File: src/rtl/cell_color_vote_quantizer_top_defines.svh
// Assertion macros used by the top module to check itself.
// Both expect a clock named clk and an active-low reset named rst_n in scope.
`ifndef CELL_COLOR_VOTE_QUANTIZER_TOP_DEFINES_SVH
`define CELL_COLOR_VOTE_QUANTIZER_TOP_DEFINES_SVH

`define CCVQ_ASSERT_NOW(label, ante, cons, msg) \
  label: assert property (@(posedge clk) disable iff (!rst_n) (ante) |-> (cons)) \
    else $error(msg);

`define CCVQ_ASSERT_NEXT(label, ante, cons, msg) \
  label: assert property (@(posedge clk) disable iff (!rst_n) (ante) |=> (cons)) \
    else $error(msg);

`endif

File: src/rtl/ccvq_pkg.sv
package ccvq_pkg;

  localparam int VOTE_SLOTS  = 9;
  localparam int QUEUE_DEPTH = 4;

  typedef logic [3:0]  color_t;
  typedef logic [16:0] hue_t;

  localparam color_t COLOR_RED     = 4'd0;
  localparam color_t COLOR_GREEN   = 4'd1;
  localparam color_t COLOR_YELLOW  = 4'd2;
  localparam color_t COLOR_BLUE    = 4'd3;
  localparam color_t COLOR_MAGENTA = 4'd4;
  localparam color_t COLOR_CYAN    = 4'd5;
  localparam color_t COLOR_WHITE   = 4'd6;
  localparam color_t COLOR_LGREY   = 4'd7;
  localparam color_t COLOR_GREY    = 4'd8;
  localparam color_t COLOR_NORMAL  = 4'd9;

  localparam hue_t HUE_RED_HI     = 17'd350;
  localparam hue_t HUE_RED_LO     = 17'd45;
  localparam hue_t HUE_YELLOW_HI  = 17'd68;
  localparam hue_t HUE_GREEN_HI   = 17'd145;
  localparam hue_t HUE_CYAN_HI    = 17'd196;
  localparam hue_t HUE_BLUE_HI    = 17'd256;
  localparam hue_t HUE_SCALE      = 17'd60;
  localparam hue_t HUE_SECTOR_G   = 17'd120;
  localparam hue_t HUE_SECTOR_B   = 17'd240;
  localparam hue_t HUE_FULL_TURN  = 17'd360;

  localparam logic REG_IMAGE_MODE = 1'b0;

  typedef struct packed {
    logic   vote;
    color_t code;
    logic   bright;
    logic   last;
  } vote_item_t;

  typedef enum logic [1:0] {
    BK_RUN,
    BK_SCAN,
    BK_DONE
  } back_state_t;

endpackage

File: src/rtl/ccvq_front.sv
module ccvq_front
  import ccvq_pkg::*;
(
  input  logic       clk,
  input  logic       rst_n,
  input  logic       push,
  input  logic [7:0] in_red,
  input  logic [7:0] in_green,
  input  logic [7:0] in_blue,
  input  logic [7:0] in_alpha,
  input  logic       in_last_of_cell,
  output logic       full,
  output logic       q_push,
  output vote_item_t q_item,
  input  logic       q_full
);

  logic       pv_r, pv_nxt;
  logic [7:0] red_r, green_r, blue_r, alpha_r;
  logic       last_r;
  logic       accept;

  logic       r_max, g_max, grey, opaque;
  logic [7:0] mx, mn, d;
  hue_t       dw, hd;
  color_t     hue_code;

  assign full   = pv_r & q_full;
  assign accept = push & ~full;
  assign q_push = pv_r & ~q_full;
  assign pv_nxt = accept | (pv_r & q_full);

  always_ff @(posedge clk) begin
    if (!rst_n) begin
      pv_r <= 1'b0;
    end else begin
      pv_r <= pv_nxt;
    end
  end

  always_ff @(posedge clk) begin
    if (accept) begin
      red_r   <= in_red;
      green_r <= in_green;
      blue_r  <= in_blue;
      alpha_r <= in_alpha;
      last_r  <= in_last_of_cell;
    end
  end

  // Hue is kept scaled by (max - min) so that the bands compare without division.
  always_comb begin
    r_max = (red_r >= green_r) && (red_r >= blue_r);
    g_max = !r_max && (green_r >= blue_r);
    mx = r_max ? red_r : (g_max ? green_r : blue_r);
    mn = red_r;
    if (green_r < mn) mn = green_r;
    if (blue_r < mn) mn = blue_r;
    d  = mx - mn;
    dw = hue_t'(d);
    if (r_max) begin
      if (green_r >= blue_r) begin
        hd = HUE_SCALE * hue_t'(green_r - blue_r);
      end else begin
        hd = HUE_FULL_TURN * dw - HUE_SCALE * hue_t'(blue_r - green_r);
      end
    end else if (g_max) begin
      if (blue_r >= red_r) begin
        hd = HUE_SECTOR_G * dw + HUE_SCALE * hue_t'(blue_r - red_r);
      end else begin
        hd = HUE_SECTOR_G * dw - HUE_SCALE * hue_t'(red_r - blue_r);
      end
    end else begin
      if (red_r >= green_r) begin
        hd = HUE_SECTOR_B * dw + HUE_SCALE * hue_t'(red_r - green_r);
      end else begin
        hd = HUE_SECTOR_B * dw - HUE_SCALE * hue_t'(green_r - red_r);
      end
    end

    if ((hd > HUE_RED_HI * dw) || (hd <= HUE_RED_LO * dw)) begin
      hue_code = COLOR_RED;
    end else if (hd <= HUE_YELLOW_HI * dw) begin
      hue_code = COLOR_YELLOW;
    end else if (hd <= HUE_GREEN_HI * dw) begin
      hue_code = COLOR_GREEN;
    end else if (hd <= HUE_CYAN_HI * dw) begin
      hue_code = COLOR_CYAN;
    end else if (hd <= HUE_BLUE_HI * dw) begin
      hue_code = COLOR_BLUE;
    end else begin
      hue_code = COLOR_MAGENTA;
    end
  end

  always_comb begin
    grey   = (red_r == green_r) && (green_r == blue_r);
    opaque = (alpha_r == 8'hFF);
    q_item.last   = last_r;
    q_item.bright = opaque && grey && (red_r > 8'd128);
    q_item.vote   = 1'b0;
    q_item.code   = hue_code;
    if (opaque) begin
      if (!grey) begin
        q_item.vote = 1'b1;
      end else if (red_r > 8'd192) begin
        q_item.vote = 1'b1;
        q_item.code = COLOR_WHITE;
      end else if (red_r inside {[8'd129:8'd191]}) begin
        q_item.vote = 1'b1;
        q_item.code = COLOR_LGREY;
      end else if (red_r inside {[8'd65:8'd127]}) begin
        q_item.vote = 1'b1;
        q_item.code = COLOR_GREY;
      end
    end
  end

endmodule

File: src/rtl/ccvq_queue.sv
module ccvq_queue
  import ccvq_pkg::*;
(
  input  logic       clk,
  input  logic       rst_n,
  input  logic       q_push,
  input  vote_item_t q_wdata,
  output logic       q_full,
  input  logic       q_pop,
  output vote_item_t q_rdata,
  output logic       q_empty
);

  localparam int PTR_W = $clog2(QUEUE_DEPTH);
  localparam int CNT_W = $clog2(QUEUE_DEPTH + 1);

  vote_item_t             slot_r [QUEUE_DEPTH];
  logic [PTR_W-1:0]       wr_ptr_r, wr_ptr_nxt;
  logic [PTR_W-1:0]       rd_ptr_r, rd_ptr_nxt;
  logic [CNT_W-1:0]       count_r, count_nxt;

  assign q_full  = (count_r == CNT_W'(QUEUE_DEPTH));
  assign q_empty = (count_r == '0);
  assign q_rdata = slot_r[rd_ptr_r];

  always_comb begin
    wr_ptr_nxt = wr_ptr_r;
    rd_ptr_nxt = rd_ptr_r;
    count_nxt  = count_r;
    if (q_push) begin
      wr_ptr_nxt = (wr_ptr_r == PTR_W'(QUEUE_DEPTH - 1)) ? '0 : wr_ptr_r + 1'b1;
    end
    if (q_pop) begin
      rd_ptr_nxt = (rd_ptr_r == PTR_W'(QUEUE_DEPTH - 1)) ? '0 : rd_ptr_r + 1'b1;
    end
    if (q_push && !q_pop) begin
      count_nxt = count_r + 1'b1;
    end else if (q_pop && !q_push) begin
      count_nxt = count_r - 1'b1;
    end
  end

  always_ff @(posedge clk) begin
    if (!rst_n) begin
      wr_ptr_r <= '0;
      rd_ptr_r <= '0;
      count_r  <= '0;
    end else begin
      wr_ptr_r <= wr_ptr_nxt;
      rd_ptr_r <= rd_ptr_nxt;
      count_r  <= count_nxt;
    end
  end

  always_ff @(posedge clk) begin
    if (q_push) begin
      slot_r[wr_ptr_r] <= q_wdata;
    end
  end

endmodule

File: src/rtl/ccvq_back.sv
module ccvq_back
  import ccvq_pkg::*;
#(
  parameter int MAX_CELL_PIXELS = 4096
)(
  input  logic       clk,
  input  logic       rst_n,
  input  logic       image_mode,
  input  vote_item_t q_item,
  input  logic       q_empty,
  output logic       q_pop,
  output logic       empty,
  input  logic       pop,
  output logic [3:0] out_color_code
);

  localparam int CNT_W  = $clog2(MAX_CELL_PIXELS + 1);
  localparam int SLOT_W = $clog2(VOTE_SLOTS);

  back_state_t      state_r, state_nxt;
  logic [CNT_W-1:0] cnt_r [VOTE_SLOTS];
  logic [CNT_W-1:0] total_r, bright_r;
  logic [SLOT_W-1:0] idx_r, idx_nxt;
  logic [CNT_W-1:0] best_r, best_nxt;
  color_t           best_code_r, best_code_nxt;
  logic             out_valid_r, out_valid_nxt;
  color_t           out_code_r;

  logic             take, cell_end, scan_step, emit, room;
  logic [CNT_W-1:0] cur;
  logic [CNT_W+1:0] b4, t3;
  logic [CNT_W:0]   b2;
  color_t           cloud_code, result;

  assign room     = (total_r < CNT_W'(MAX_CELL_PIXELS));
  assign take     = q_pop & room;
  assign cell_end = q_pop & q_item.last;

  always_comb begin
    state_nxt = state_r;
    case (state_r)
      BK_RUN: begin
        if (!q_empty && q_item.last) state_nxt = BK_SCAN;
      end
      BK_SCAN: begin
        if (idx_r == SLOT_W'(VOTE_SLOTS - 1)) state_nxt = BK_DONE;
      end
      BK_DONE: begin
        if (!out_valid_r || pop) state_nxt = BK_RUN;
      end
      default: state_nxt = BK_RUN;
    endcase
  end

  always_comb begin
    q_pop     = 1'b0;
    scan_step = 1'b0;
    emit      = 1'b0;
    case (state_r)
      BK_RUN:  q_pop     = !q_empty;
      BK_SCAN: scan_step = 1'b1;
      BK_DONE: emit      = !out_valid_r || pop;
      default: q_pop     = 1'b0;
    endcase
  end

  always_ff @(posedge clk) begin
    if (!rst_n) begin
      state_r <= BK_RUN;
    end else begin
      state_r <= state_nxt;
    end
  end

  always_ff @(posedge clk) begin
    if (!rst_n) begin
      total_r  <= '0;
      bright_r <= '0;
      for (int i = 0; i < VOTE_SLOTS; i++) cnt_r[i] <= '0;
    end else if (emit) begin
      total_r  <= '0;
      bright_r <= '0;
      for (int i = 0; i < VOTE_SLOTS; i++) cnt_r[i] <= '0;
    end else if (take) begin
      total_r <= total_r + 1'b1;
      if (q_item.bright) bright_r <= bright_r + 1'b1;
      for (int i = 0; i < VOTE_SLOTS; i++) begin
        if (q_item.vote && (q_item.code == color_t'(i))) cnt_r[i] <= cnt_r[i] + 1'b1;
      end
    end
  end

  assign cur = cnt_r[idx_r];

  always_comb begin
    idx_nxt       = idx_r;
    best_nxt      = best_r;
    best_code_nxt = best_code_r;
    if (cell_end) begin
      idx_nxt       = '0;
      best_nxt      = '0;
      best_code_nxt = COLOR_NORMAL;
    end else if (scan_step) begin
      idx_nxt = idx_r + 1'b1;
      if (cur > best_r) begin
        best_nxt      = cur;
        best_code_nxt = color_t'(idx_r);
      end
    end
  end

  always_ff @(posedge clk) begin
    idx_r       <= idx_nxt;
    best_r      <= best_nxt;
    best_code_r <= best_code_nxt;
  end

  always_comb begin
    b4 = {bright_r, 2'b00};
    b2 = {bright_r, 1'b0};
    t3 = {2'b00, total_r} + {1'b0, total_r, 1'b0};
    if (b4 > t3) begin
      cloud_code = COLOR_WHITE;
    end else if (b2 > {1'b0, total_r}) begin
      cloud_code = COLOR_LGREY;
    end else if (b4 > {2'b00, total_r}) begin
      cloud_code = COLOR_GREY;
    end else begin
      cloud_code = COLOR_NORMAL;
    end
    result = image_mode ? cloud_code : best_code_r;
  end

  always_comb begin
    out_valid_nxt = out_valid_r;
    if (emit) begin
      out_valid_nxt = 1'b1;
    end else if (pop) begin
      out_valid_nxt = 1'b0;
    end
  end

  always_ff @(posedge clk) begin
    if (!rst_n) begin
      out_valid_r <= 1'b0;
    end else begin
      out_valid_r <= out_valid_nxt;
    end
  end

  always_ff @(posedge clk) begin
    if (emit) out_code_r <= result;
  end

  assign empty          = ~out_valid_r;
  assign out_color_code = out_code_r;

endmodule

File: src/rtl/cell_color_vote_quantizer_top.sv
// Colour quantiser for the pixels of one map cell.
// Pixels arrive as queue beats on push/full with red, green, blue, alpha and a
// last-of-cell flag; a beat is taken when push is high and full is low.
// Every cell yields exactly one colour code, offered on out_color_code while
// empty is low and removed by pop.
// image_mode is written over the APB port at byte address 0. The user must
// write it only while the block is idle; the block itself does not enforce this.
// 0 selects the hue and shade vote, 1 the cloud coverage ratio. Within a cell
// one pixel is taken per cycle while full is low. After the last pixel of a
// cell the vote counters are scanned one colour a cycle, and the code is then
// registered for output once any earlier result still held has been popped.
// A four-entry queue sits between the pixel classifier and the counters, so
// pixels of the next cell keep being taken while the scan runs, until it fills.
// If the receiver does not pop, one result is held and the next cell still
// counts up, then stalls before its own result.
// Reset clears the counters, the queue, the held result and image_mode.
`include "cell_color_vote_quantizer_top_defines.svh"

module cell_color_vote_quantizer_top
  import ccvq_pkg::*;
#(
  parameter int MAX_CELL_PIXELS = 4096
)(
  input  logic        clk,
  input  logic        rst_n,
  input  logic        push,
  output logic        full,
  input  logic [7:0]  in_red,
  input  logic [7:0]  in_green,
  input  logic [7:0]  in_blue,
  input  logic [7:0]  in_alpha,
  input  logic        in_last_of_cell,
  output logic        empty,
  input  logic        pop,
  output logic [3:0]  out_color_code,
  input  logic        psel,
  input  logic        penable,
  input  logic        pwrite,
  input  logic [2:0]  paddr,
  input  logic [31:0] pwdata,
  output logic [31:0] prdata,
  output logic        pready
);

  logic       image_mode_r;
  logic       cfg_write;
  logic       q_push, q_full, q_pop, q_empty;
  vote_item_t q_wdata, q_rdata;

  assign pready    = 1'b1;
  assign cfg_write = psel & penable & pwrite & pready & (paddr[2] == REG_IMAGE_MODE);
  assign prdata    = (paddr[2] == REG_IMAGE_MODE) ? {31'b0, image_mode_r} : '0;

  always_ff @(posedge clk) begin
    if (!rst_n) begin
      image_mode_r <= 1'b0;
    end else if (cfg_write) begin
      image_mode_r <= pwdata[0];
    end
  end

  ccvq_front u_front (
    .clk             (clk),
    .rst_n           (rst_n),
    .push            (push),
    .in_red          (in_red),
    .in_green        (in_green),
    .in_blue         (in_blue),
    .in_alpha        (in_alpha),
    .in_last_of_cell (in_last_of_cell),
    .full            (full),
    .q_push          (q_push),
    .q_item          (q_wdata),
    .q_full          (q_full)
  );

  ccvq_queue u_queue (
    .clk     (clk),
    .rst_n   (rst_n),
    .q_push  (q_push),
    .q_wdata (q_wdata),
    .q_full  (q_full),
    .q_pop   (q_pop),
    .q_rdata (q_rdata),
    .q_empty (q_empty)
  );

  ccvq_back #(
    .MAX_CELL_PIXELS (MAX_CELL_PIXELS)
  ) u_back (
    .clk            (clk),
    .rst_n          (rst_n),
    .image_mode     (image_mode_r),
    .q_item         (q_rdata),
    .q_empty        (q_empty),
    .q_pop          (q_pop),
    .empty          (empty),
    .pop            (pop),
    .out_color_code (out_color_code)
  );

  `CCVQ_ASSERT_NOW(a_push_room, q_push, !q_full, "Classifier wrote into a full queue.")
  `CCVQ_ASSERT_NOW(a_pop_data, q_pop, !q_empty, "Counters took a beat from an empty queue.")
  `CCVQ_ASSERT_NEXT(a_full_holds, full && !q_pop, full, "Input stall dropped with no queue drain.")

endmodule

File: config.mk
export PLATFORM = sky130hd
export DESIGN_NAME = cell_color_vote_quantizer_top
export DESIGN_NICKNAME = d
export VERILOG_FILES = /design/src/rtl/ccvq_pkg.sv /design/src/rtl/ccvq_front.sv /design/src/rtl/ccvq_queue.sv /design/src/rtl/ccvq_back.sv /design/src/rtl/cell_color_vote_quantizer_top.sv
export VERILOG_INCLUDE_DIRS = /design/src /design/src/rtl
export SDC_FILE = /design/constraint.sdc
export NUM_CORES = 1
export LEC_CHECK = 0
export ABC_AREA = 1
export BUFFER_PORTS_ARGS = -buffer_cell sky130_fd_sc_hd__buf_2
export CAP_MARGIN = 20
export CELL_PAD_IN_SITES_DETAIL_PLACEMENT = 0
export CELL_PAD_IN_SITES_GLOBAL_PLACEMENT = 1
export CORE_MARGIN = 2
export CORE_UTILIZATION = 30
export DETAILED_ROUTE_END_ITERATION = 6
export MAX_ROUTING_LAYER = met4
export PLACE_DENSITY_LB_ADDON = 0.1
export SLEW_MARGIN = 20
export SYNTH_ARGS = -nofsm -noshare
export SYNTH_HDL_FRONTEND = slang
export SYNTH_SLANG_ARGS = --single-unit
File: constraint.sdc
create_clock -name clk -period 20.5 [get_ports clk]
set_input_delay 3.075 -clock clk [delete_from_list [all_inputs] [get_ports clk]]
set_output_delay 3.075 -clock clk [all_outputs]
set_load 0.01 [all_outputs]
# Word-level counts from Yosys, hierarchy flattened
# Memory sizes are Yosys's and may differ from the RTL's. A register that Yosys moved wholly into a read port is not among the register bits.
# Cells that the tools add are included.
[op_classes] n_addsub=29 mul=14 magnitude_cmp=23 n_eq_ne=20 n_mux=111 n_bitwise=32 reduce_logical=35
[ops] op="$mux W13" count=18
[ops] op="$add A13 B1 Y13 const B" count=11
[ops] op="$mul A4 B17 Y15 const A" count=6
[ops] op="$mux W17" count=5
[ops] op="$mux W1" count=59
[ops] op="$sub A8 B8 Y9" count=6
[ops] op="$le A17 B16 Y1" count=3
[ops] op="$mul A6 B8 Y14 const A" count=3
[ops] op="$mux W4" count=10
[ops] op="$ge A8 B8 Y1" count=4
[ops] op="$mul A8 B8 Y16 const A" count=2
[ops] op="$mux W8" count=4
[ops] op="$mul A4 B8 Y12 const A" count=2
[ops] op="$mux W5" count=4
[ops] op="$logic_and A1 B1 Y1" count=19
[ops] op="$or A1 B1 Y1" count=19
[ops] op="$add A15 B17 Y17" count=1
[ops] op="$add A16 B17 Y17" count=1
[ops] op="$gt A17 B17 Y1" count=1
[ops] op="$le A17 B14 Y1" count=1
[ops] op="$le A17 B15 Y1" count=1
[ops] op="$sub A15 B17 Y17" count=1
[ops] op="$sub A16 B17 Y17" count=1
[ops] op="$sub A17 B17 Y17" count=1
[ops] op="other kinds (42)" count=81
[word_totals] register_bits=96 mem_bits_rw=145 out_inout_bits=39 word_cells=284 mem_count=2
[memory_table] memory="u_back.cnt_r" words=9 word_bits=13 rd=10 rd_ports_with_merged_regs=1 wr=9 line="ccvq_back.sv:21" rtl="logic [CNT_W-1:0] cnt_r [VOTE_SLOTS];"
[memory_table] memory="u_queue.slot_r" words=4 word_bits=7 rd=1 rd_ports_with_merged_regs=1 wr=1 line="ccvq_queue.sv:17" rtl="vote_item_t slot_r [QUEUE_DEPTH];"

# Logic depth before layout (Yosys ltp)
[depth] ltp_word=23 depth_mapped=71 mapped_depth_nobuf=69

# By module
# Synthesis repeated with hierarchy kept, for this count alone.
[hier_totals] cells_unflattened=4182 area_unflattened_um2=31974.4
[modules_own_cells] mod="ccvq_front" instances=1 cells_per_inst=2523 area_per_inst_um2=18377.6 seq_area_each_um2=1011.0
[modules_own_cells] mod="ccvq_back" instances=1 cells_per_inst=1487 area_per_inst_um2=11780.0 seq_area_each_um2=4714.5
[modules_own_cells] mod="ccvq_queue" instances=1 cells_per_inst=126 area_per_inst_um2=1502.7 seq_area_each_um2=1021.0
[modules_own_cells] mod="cell_color_vote_quantizer_top" instances=1 cells_per_inst=46 area_per_inst_um2=314.1 seq_area_each_um2=20.0

# Worst setup path after synthesis
# OpenSTA, ideal clock, no wires.
[synth_timing] kind="register to register" from="register u_front.green_r[1]" to="memory u_queue.slot_r[0][4] (netlist bit), data pin" arrival_ns=10.061 required_ns=20.218 setup_slack_ns=10.156 path_stages_with_launch=62 n_path_buf=2 period_less_slack_ns=10.344 cell_sequence="edfxtp_1 -> inv_1 -> ha_1 -> nand2_1 -> nor2_2 -> a21oi_2 -> o21ai_2 -> nand2_1 -> nand2_2 -> clkbuf_1 -> nand2_1 -> o21ai_0 -> ha_1 -> a21oi_1 -> nor2_1 -> a211oi_1 -> nand2_2 -> clkbuf_1 -> (+26 left out) -> nand2_1 -> inv_1 -> o311ai_0 -> o21ai_0 -> nor2_1 -> ha_1 -> nand2_1 -> nor2_1 -> a211oi_1 -> nand2_1 -> a21oi_1 -> a41oi_1 -> nor2_1 -> nand3_1 -> nand2_1 -> nor2_2 -> nand3_1 -> a21oi_2"
[synth_rtl] element="from (decl)" line="ccvq_front.sv:19" rtl="logic [7:0] red_r, green_r, blue_r, alpha_r;"
[synth_rtl] element="from (signal assigned)" line="ccvq_front.sv:44" rtl="green_r <= in_green;"
[synth_rtl] element="to (decl)" line="ccvq_queue.sv:17"

==> report_table.html <==
<table>
<tr><th>Metric</th><th>Value</th></tr>
<tr><th colspan="2">Run status</th></tr>
<tr><td>Status</td><td>completed</td></tr>
<tr><th colspan="2">Finish</th></tr>
<tr><td>Area growth from synthesis to layout</td><td>8.92%</td></tr>
<tr><td>Diodes inserted</td><td>0</td></tr>
<tr><td>Share of cells above drive strength 1</td><td>5.12%</td></tr>
<tr><td>Number of nets at the end of the flow</td><td>4636</td></tr>
<tr><th colspan="2">STA</th></tr>
<tr><td>Post-route clock period utilization</td><td>65.5%</td></tr>
<tr><td>Total setup violations reported at the end of the flow</td><td>0</td></tr>
<tr><td>Pin slew with the least headroom to its limit</td><td>1.10 ns</td></tr>
<tr><td>Worst Skew</td><td>0.0417 ns</td></tr>
<tr><td>Relative max-transition margin</td><td>26.0%</td></tr>
<tr><td>Time the final worst path needs with I/O delays and setup</td><td>13.42 ns</td></tr>
<tr><td>Setup TNS</td><td>0 ns</td></tr>
<tr><td>Max Transition Viols Final</td><td>0</td></tr>
<tr><td>Max Fclk</td><td>74.5 MHz</td></tr>
<tr><td>Setup repair after global routing missed its margin</td><td>false</td></tr>
<tr><td>Final hold violations</td><td>0</td></tr>
<tr><th colspan="2">Global route</th></tr>
<tr><td>Wire length of the first global-routing pass</td><td>145000 microns</td></tr>
<tr><td>Antenna violations before repair</td><td>1</td></tr>
<tr><td>Remaining Overflow, GRT</td><td>0</td></tr>
<tr><td>Tot GR Track Use</td><td>18.2%</td></tr>
<tr><td>Vias in the first global route</td><td>25000</td></tr>
<tr><td>Pin count of the biggest net entering global routing</td><td>83</td></tr>
<tr><th colspan="2">Logic synthesis</th></tr>
<tr><td>Count of warnings emitted by yosys</td><td>0</td></tr>
<tr><td>Proportion of synthesized flip-flops having asynchronous set or reset</td><td>0%</td></tr>
<tr><td>Leading post-synthesis cells by cell area</td><td>sky130_fd_sc_hd__ha_1 (20%), sky130_fd_sc_hd__edfxtp_1 (18%), sky130_fd_sc_hd__fa_1 (8.8%)</td></tr>
<tr><td>Mean instance size in the synthesized netlist</td><td>7.87 sq um</td></tr>
<tr><td>Sequential cell area fraction in the yosys report</td><td>22.0%</td></tr>
<tr><td>Cell taking the most area after synthesis</td><td>sky130_fd_sc_hd__ha_1</td></tr>
<tr><td>Synth cell types</td><td>74</td></tr>
<tr><td>Syn Std Cell Area</td><td>0.0308 sq mm</td></tr>
<tr><td>Top cells by instance count after synthesis</td><td>sky130_fd_sc_hd__inv_1 (662), sky130_fd_sc_hd__nand2_1 (584), sky130_fd_sc_hd__ha_1 (481)</td></tr>
<tr><td>Synth top area share</td><td>19.5%</td></tr>
<tr><td>Number of enable flip-flop cells after synthesis</td><td>182</td></tr>
<tr><td>Number of flip-flops and latches in the synthesized netlist</td><td>247</td></tr>
<tr><td>Gate count after technology mapping</td><td>3914</td></tr>
<tr><td>Most frequently used cell type in the post-synthesis netlist</td><td>sky130_fd_sc_hd__inv_1</td></tr>
<tr><td>Top flip-flop cell by instance count after synthesis</td><td>sky130_fd_sc_hd__edfxtp_1</td></tr>
<tr><th colspan="2">Detailed routing</th></tr>
<tr><td>Remaining antenna violation count after routing</td><td>0</td></tr>
<tr><td>Remaining DRCs</td><td>0</td></tr>
<tr><td>WL final</td><td>93200 microns</td></tr>
<tr><td>Routed WL per cell</td><td>17.5 microns</td></tr>
<tr><td>Drt first pass iters</td><td>5</td></tr>
<tr><td>1st-iter DRT viols</td><td>1220</td></tr>
<tr><td>Via count normalized by instance count</td><td>4.70</td></tr>
<tr><td>Overall via count from detail_route</td><td>25100</td></tr>
<tr><th colspan="2">Clock tree</th></tr>
<tr><td>Buffer cell driving the clock tree root</td><td>sky130_fd_sc_hd__clkbuf_16</td></tr>
<tr><td>Clock latency reported for the late side of the worst-skew pair</td><td>0.59 ns</td></tr>
<tr><td>Clock transition at the registers of the reported paths</td><td>0.06 ns</td></tr>
<tr><td>Total clock buffers created by CTS</td><td>34</td></tr>
<tr><td>CTS tree</td><td>built</td></tr>
<tr><td>Buffers inserted during post-CTS setup optimization</td><td>0</td></tr>
<tr><td>Post-cts resize count</td><td>0</td></tr>
<tr><td>CTS Sinks</td><td>247</td></tr>
<tr><td>Maximum number of buffers from clock root to sink</td><td>3</td></tr>
<tr><td>H-tree depth</td><td>2</td></tr>
<tr><td>Total of hold buffers inserted after clock tree synthesis</td><td>0</td></tr>
<tr><th colspan="2">Setup path</th></tr>
<tr><td>Type of the worst setup path</td><td>register to register</td></tr>
<tr><td>Nature of the critical path startpoint</td><td>register</td></tr>
<tr><td>Delay of the slowest cell on the worst path</td><td>0.90 ns</td></tr>
<tr><td>Crit path max-delay cell type</td><td>sky130_fd_sc_hd__a31oi_1</td></tr>
<tr><td>Required time at the endpoint of the critical path</td><td>20.76 ns</td></tr>
<tr><td>Critical Path End Type</td><td>register</td></tr>
<tr><td>Critical Path AT</td><td>13.68 ns</td></tr>
<tr><td>Largest fanout of any net on the critical path</td><td>23</td></tr>
<tr><td>Most frequent cell on the critical path</td><td>sky130_fd_sc_hd__nand2_1</td></tr>
<tr><th colspan="2">Placed design</th></tr>
<tr><td>Post-detail-place hpwl</td><td>75900 microns</td></tr>
<tr><td>Routability-driven placement congestion ratio</td><td>0.838</td></tr>
<tr><td>Count of buffers inserted at the top-level ports</td><td>48</td></tr>
<tr><th colspan="2">Die</th></tr>
<tr><td>Die Wd</td><td>324 microns</td></tr>
<tr><td>Initial core utilization</td><td>30.3%</td></tr>
<tr><td>Placement row count</td><td>117</td></tr>
<tr><td>Die Ht</td><td>324 microns</td></tr>
<tr><td>Die area</td><td>0.105 sq mm</td></tr>
<tr><td>Number of primary I/O pins</td><td>114</td></tr>
<tr><td>Core region area</td><td>0.102 sq mm</td></tr>
<tr><th colspan="2">Flow run</th></tr>
<tr><td>Max Cap Viol</td><td>0</td></tr>
<tr><th colspan="2">Worst hold path</th></tr>
<tr><td>Hold Crit Class</td><td>register to register</td></tr>
</table>
## cells in the final DEF (no fill, tap or decap), types with 13 or more instances in the layout
cell and count:
sky130_fd_sc_hd__a211oi_1 15, sky130_fd_sc_hd__a21o_1 26, sky130_fd_sc_hd__a21oi_1 358, sky130_fd_sc_hd__a31oi_1 24, sky130_fd_sc_hd__buf_2 48, sky130_fd_sc_hd__buf_4 18
sky130_fd_sc_hd__clkbuf_16 34, sky130_fd_sc_hd__conb_1 32, sky130_fd_sc_hd__dfxtp_1 64, sky130_fd_sc_hd__edfxtp_1 182, sky130_fd_sc_hd__fa_1 136, sky130_fd_sc_hd__ha_1 481
sky130_fd_sc_hd__inv_1 661, sky130_fd_sc_hd__nand2_1 584, sky130_fd_sc_hd__nand2_2 13, sky130_fd_sc_hd__nand3_1 168, sky130_fd_sc_hd__nand4_1 41, sky130_fd_sc_hd__nor2_1 277
sky130_fd_sc_hd__nor3_1 53, sky130_fd_sc_hd__nor3b_1 33, sky130_fd_sc_hd__o211ai_1 24, sky130_fd_sc_hd__o21ai_0 203, sky130_fd_sc_hd__o21ai_1 13, sky130_fd_sc_hd__o21bai_1 27
sky130_fd_sc_hd__o221ai_1 16, sky130_fd_sc_hd__or2_2 22, sky130_fd_sc_hd__xnor2_1 62, sky130_fd_sc_hd__xor2_1 167
## metal layers
layer / vias up / GRT usage [%] / share of wire, % / wire, microns
met5: - / - / 0 / 0
met1: 11600 / 23.8 / 48 / 44500
met2: 285 / 30.0 / 47 / 43900
met4: 0 / 3.92 / 1.8 / 1690
li1: 13100 / - / - / -
met3: 79 / 2.09 / 3.4 / 3180
## state kept, by name, summed over array words and instances (netlist names), named ones only
name,flops
u_back.idx_r,4
u_queue.slot_r,28
u_queue.rd_ptr_r,2
u_back.best_code_r,4
u_back.out_valid_r,1
u_back.out_color_code,4
u_front.last_r,1
u_queue.count_r,3
u_back.total_r,13
u_front.pv_r,1
u_back.best_r,13
u_front.green_r,8
u_front.alpha_r,8
u_front.blue_r,8
u_back.state_r,2
u_back.bright_r,13
image_mode_r,1
u_front.red_r,8
u_queue.wr_ptr_r,2
u_back.cnt_r,117
## worst max-delay path, delay by kind of cell (launching register included)
family	cells	cell delay (ns)
AO/OA/AOI/OAI	14	4.06
AND/OR/NAND/NOR	16	3.22
adder cells (fa/ha/maj)	7	2.57
XOR/XNOR	3	1.58
buffers and inverters	7	1.13
flip-flops	1	0.49
## final timing paths
kind	slack, ns	cells past startpoint	to	start
setup / recovery	7.08	47	u_queue.slot_r[3][2]$_DFFE_PP_	u_front.green_r[7]$_DFFE_PP_
hold / removal	0.46	2	u_back.best_r[4]$_SDFFE_PP0P_	u_back.best_r[4]$_SDFFE_PP0P_
setup reg to reg	7.08	47	u_queue.slot_r[3][2]$_DFFE_PP_	u_front.green_r[7]$_DFFE_PP_
hold reg to reg	0.46	2	u_back.best_r[4]$_SDFFE_PP0P_	u_back.best_r[4]$_SDFFE_PP0P_
## metrics by stage
stage / hold slack (ns) / std cells / util, % / area [sq um] / worst slack [ns]
6_report: 0.459 / 5334 / 33.0 / 33600 / 7.08
3_3_place_gp: 0.447 / 5276 / 31.9 / 32500 / 6.97
5_1_grt: 0.491 / 5334 / 33.0 / 33600 / 6.25
4_1_cts: 0.463 / 5334 / 33.0 / 33600 / 6.84
3_5_place_dp: 0.455 / 5276 / 31.9 / 32500 / 6.92
2_1_floorplan: 0.433 / 3944 / - / 30900 / 10.16
## cells by family after synthesis
logic type | count (synthesis) | synth area share (%)
AO/OA/AOI/OAI | 788 | 14.8
XOR/XNOR | 236 | 6.87
adder cells (fa/ha/maj) | 617 | 28.4
buffers and inverters | 772 | 9.99
flip-flops | 247 | 22.0
multiplexers | 11 | 0.357
other | 2 | 0.0244
AND/OR/NAND/NOR | 1241 | 17.7
## layout make-up
class                           count  area [sq um]
Clock buffer                       48           933
Clock inverter                     10           121
Fill cell                       11000         68200
Inverter                          670          2510
Multi-Input combinational cell   2925         21100
Sequential cell                   247          6770
Tap cell                         1368          1710
Timing Repair Buffer               66           375
Power is left out: the tool's default activity adds up to more than one toggle a clock period on the data nets, which glitch-free logic cannot reach.
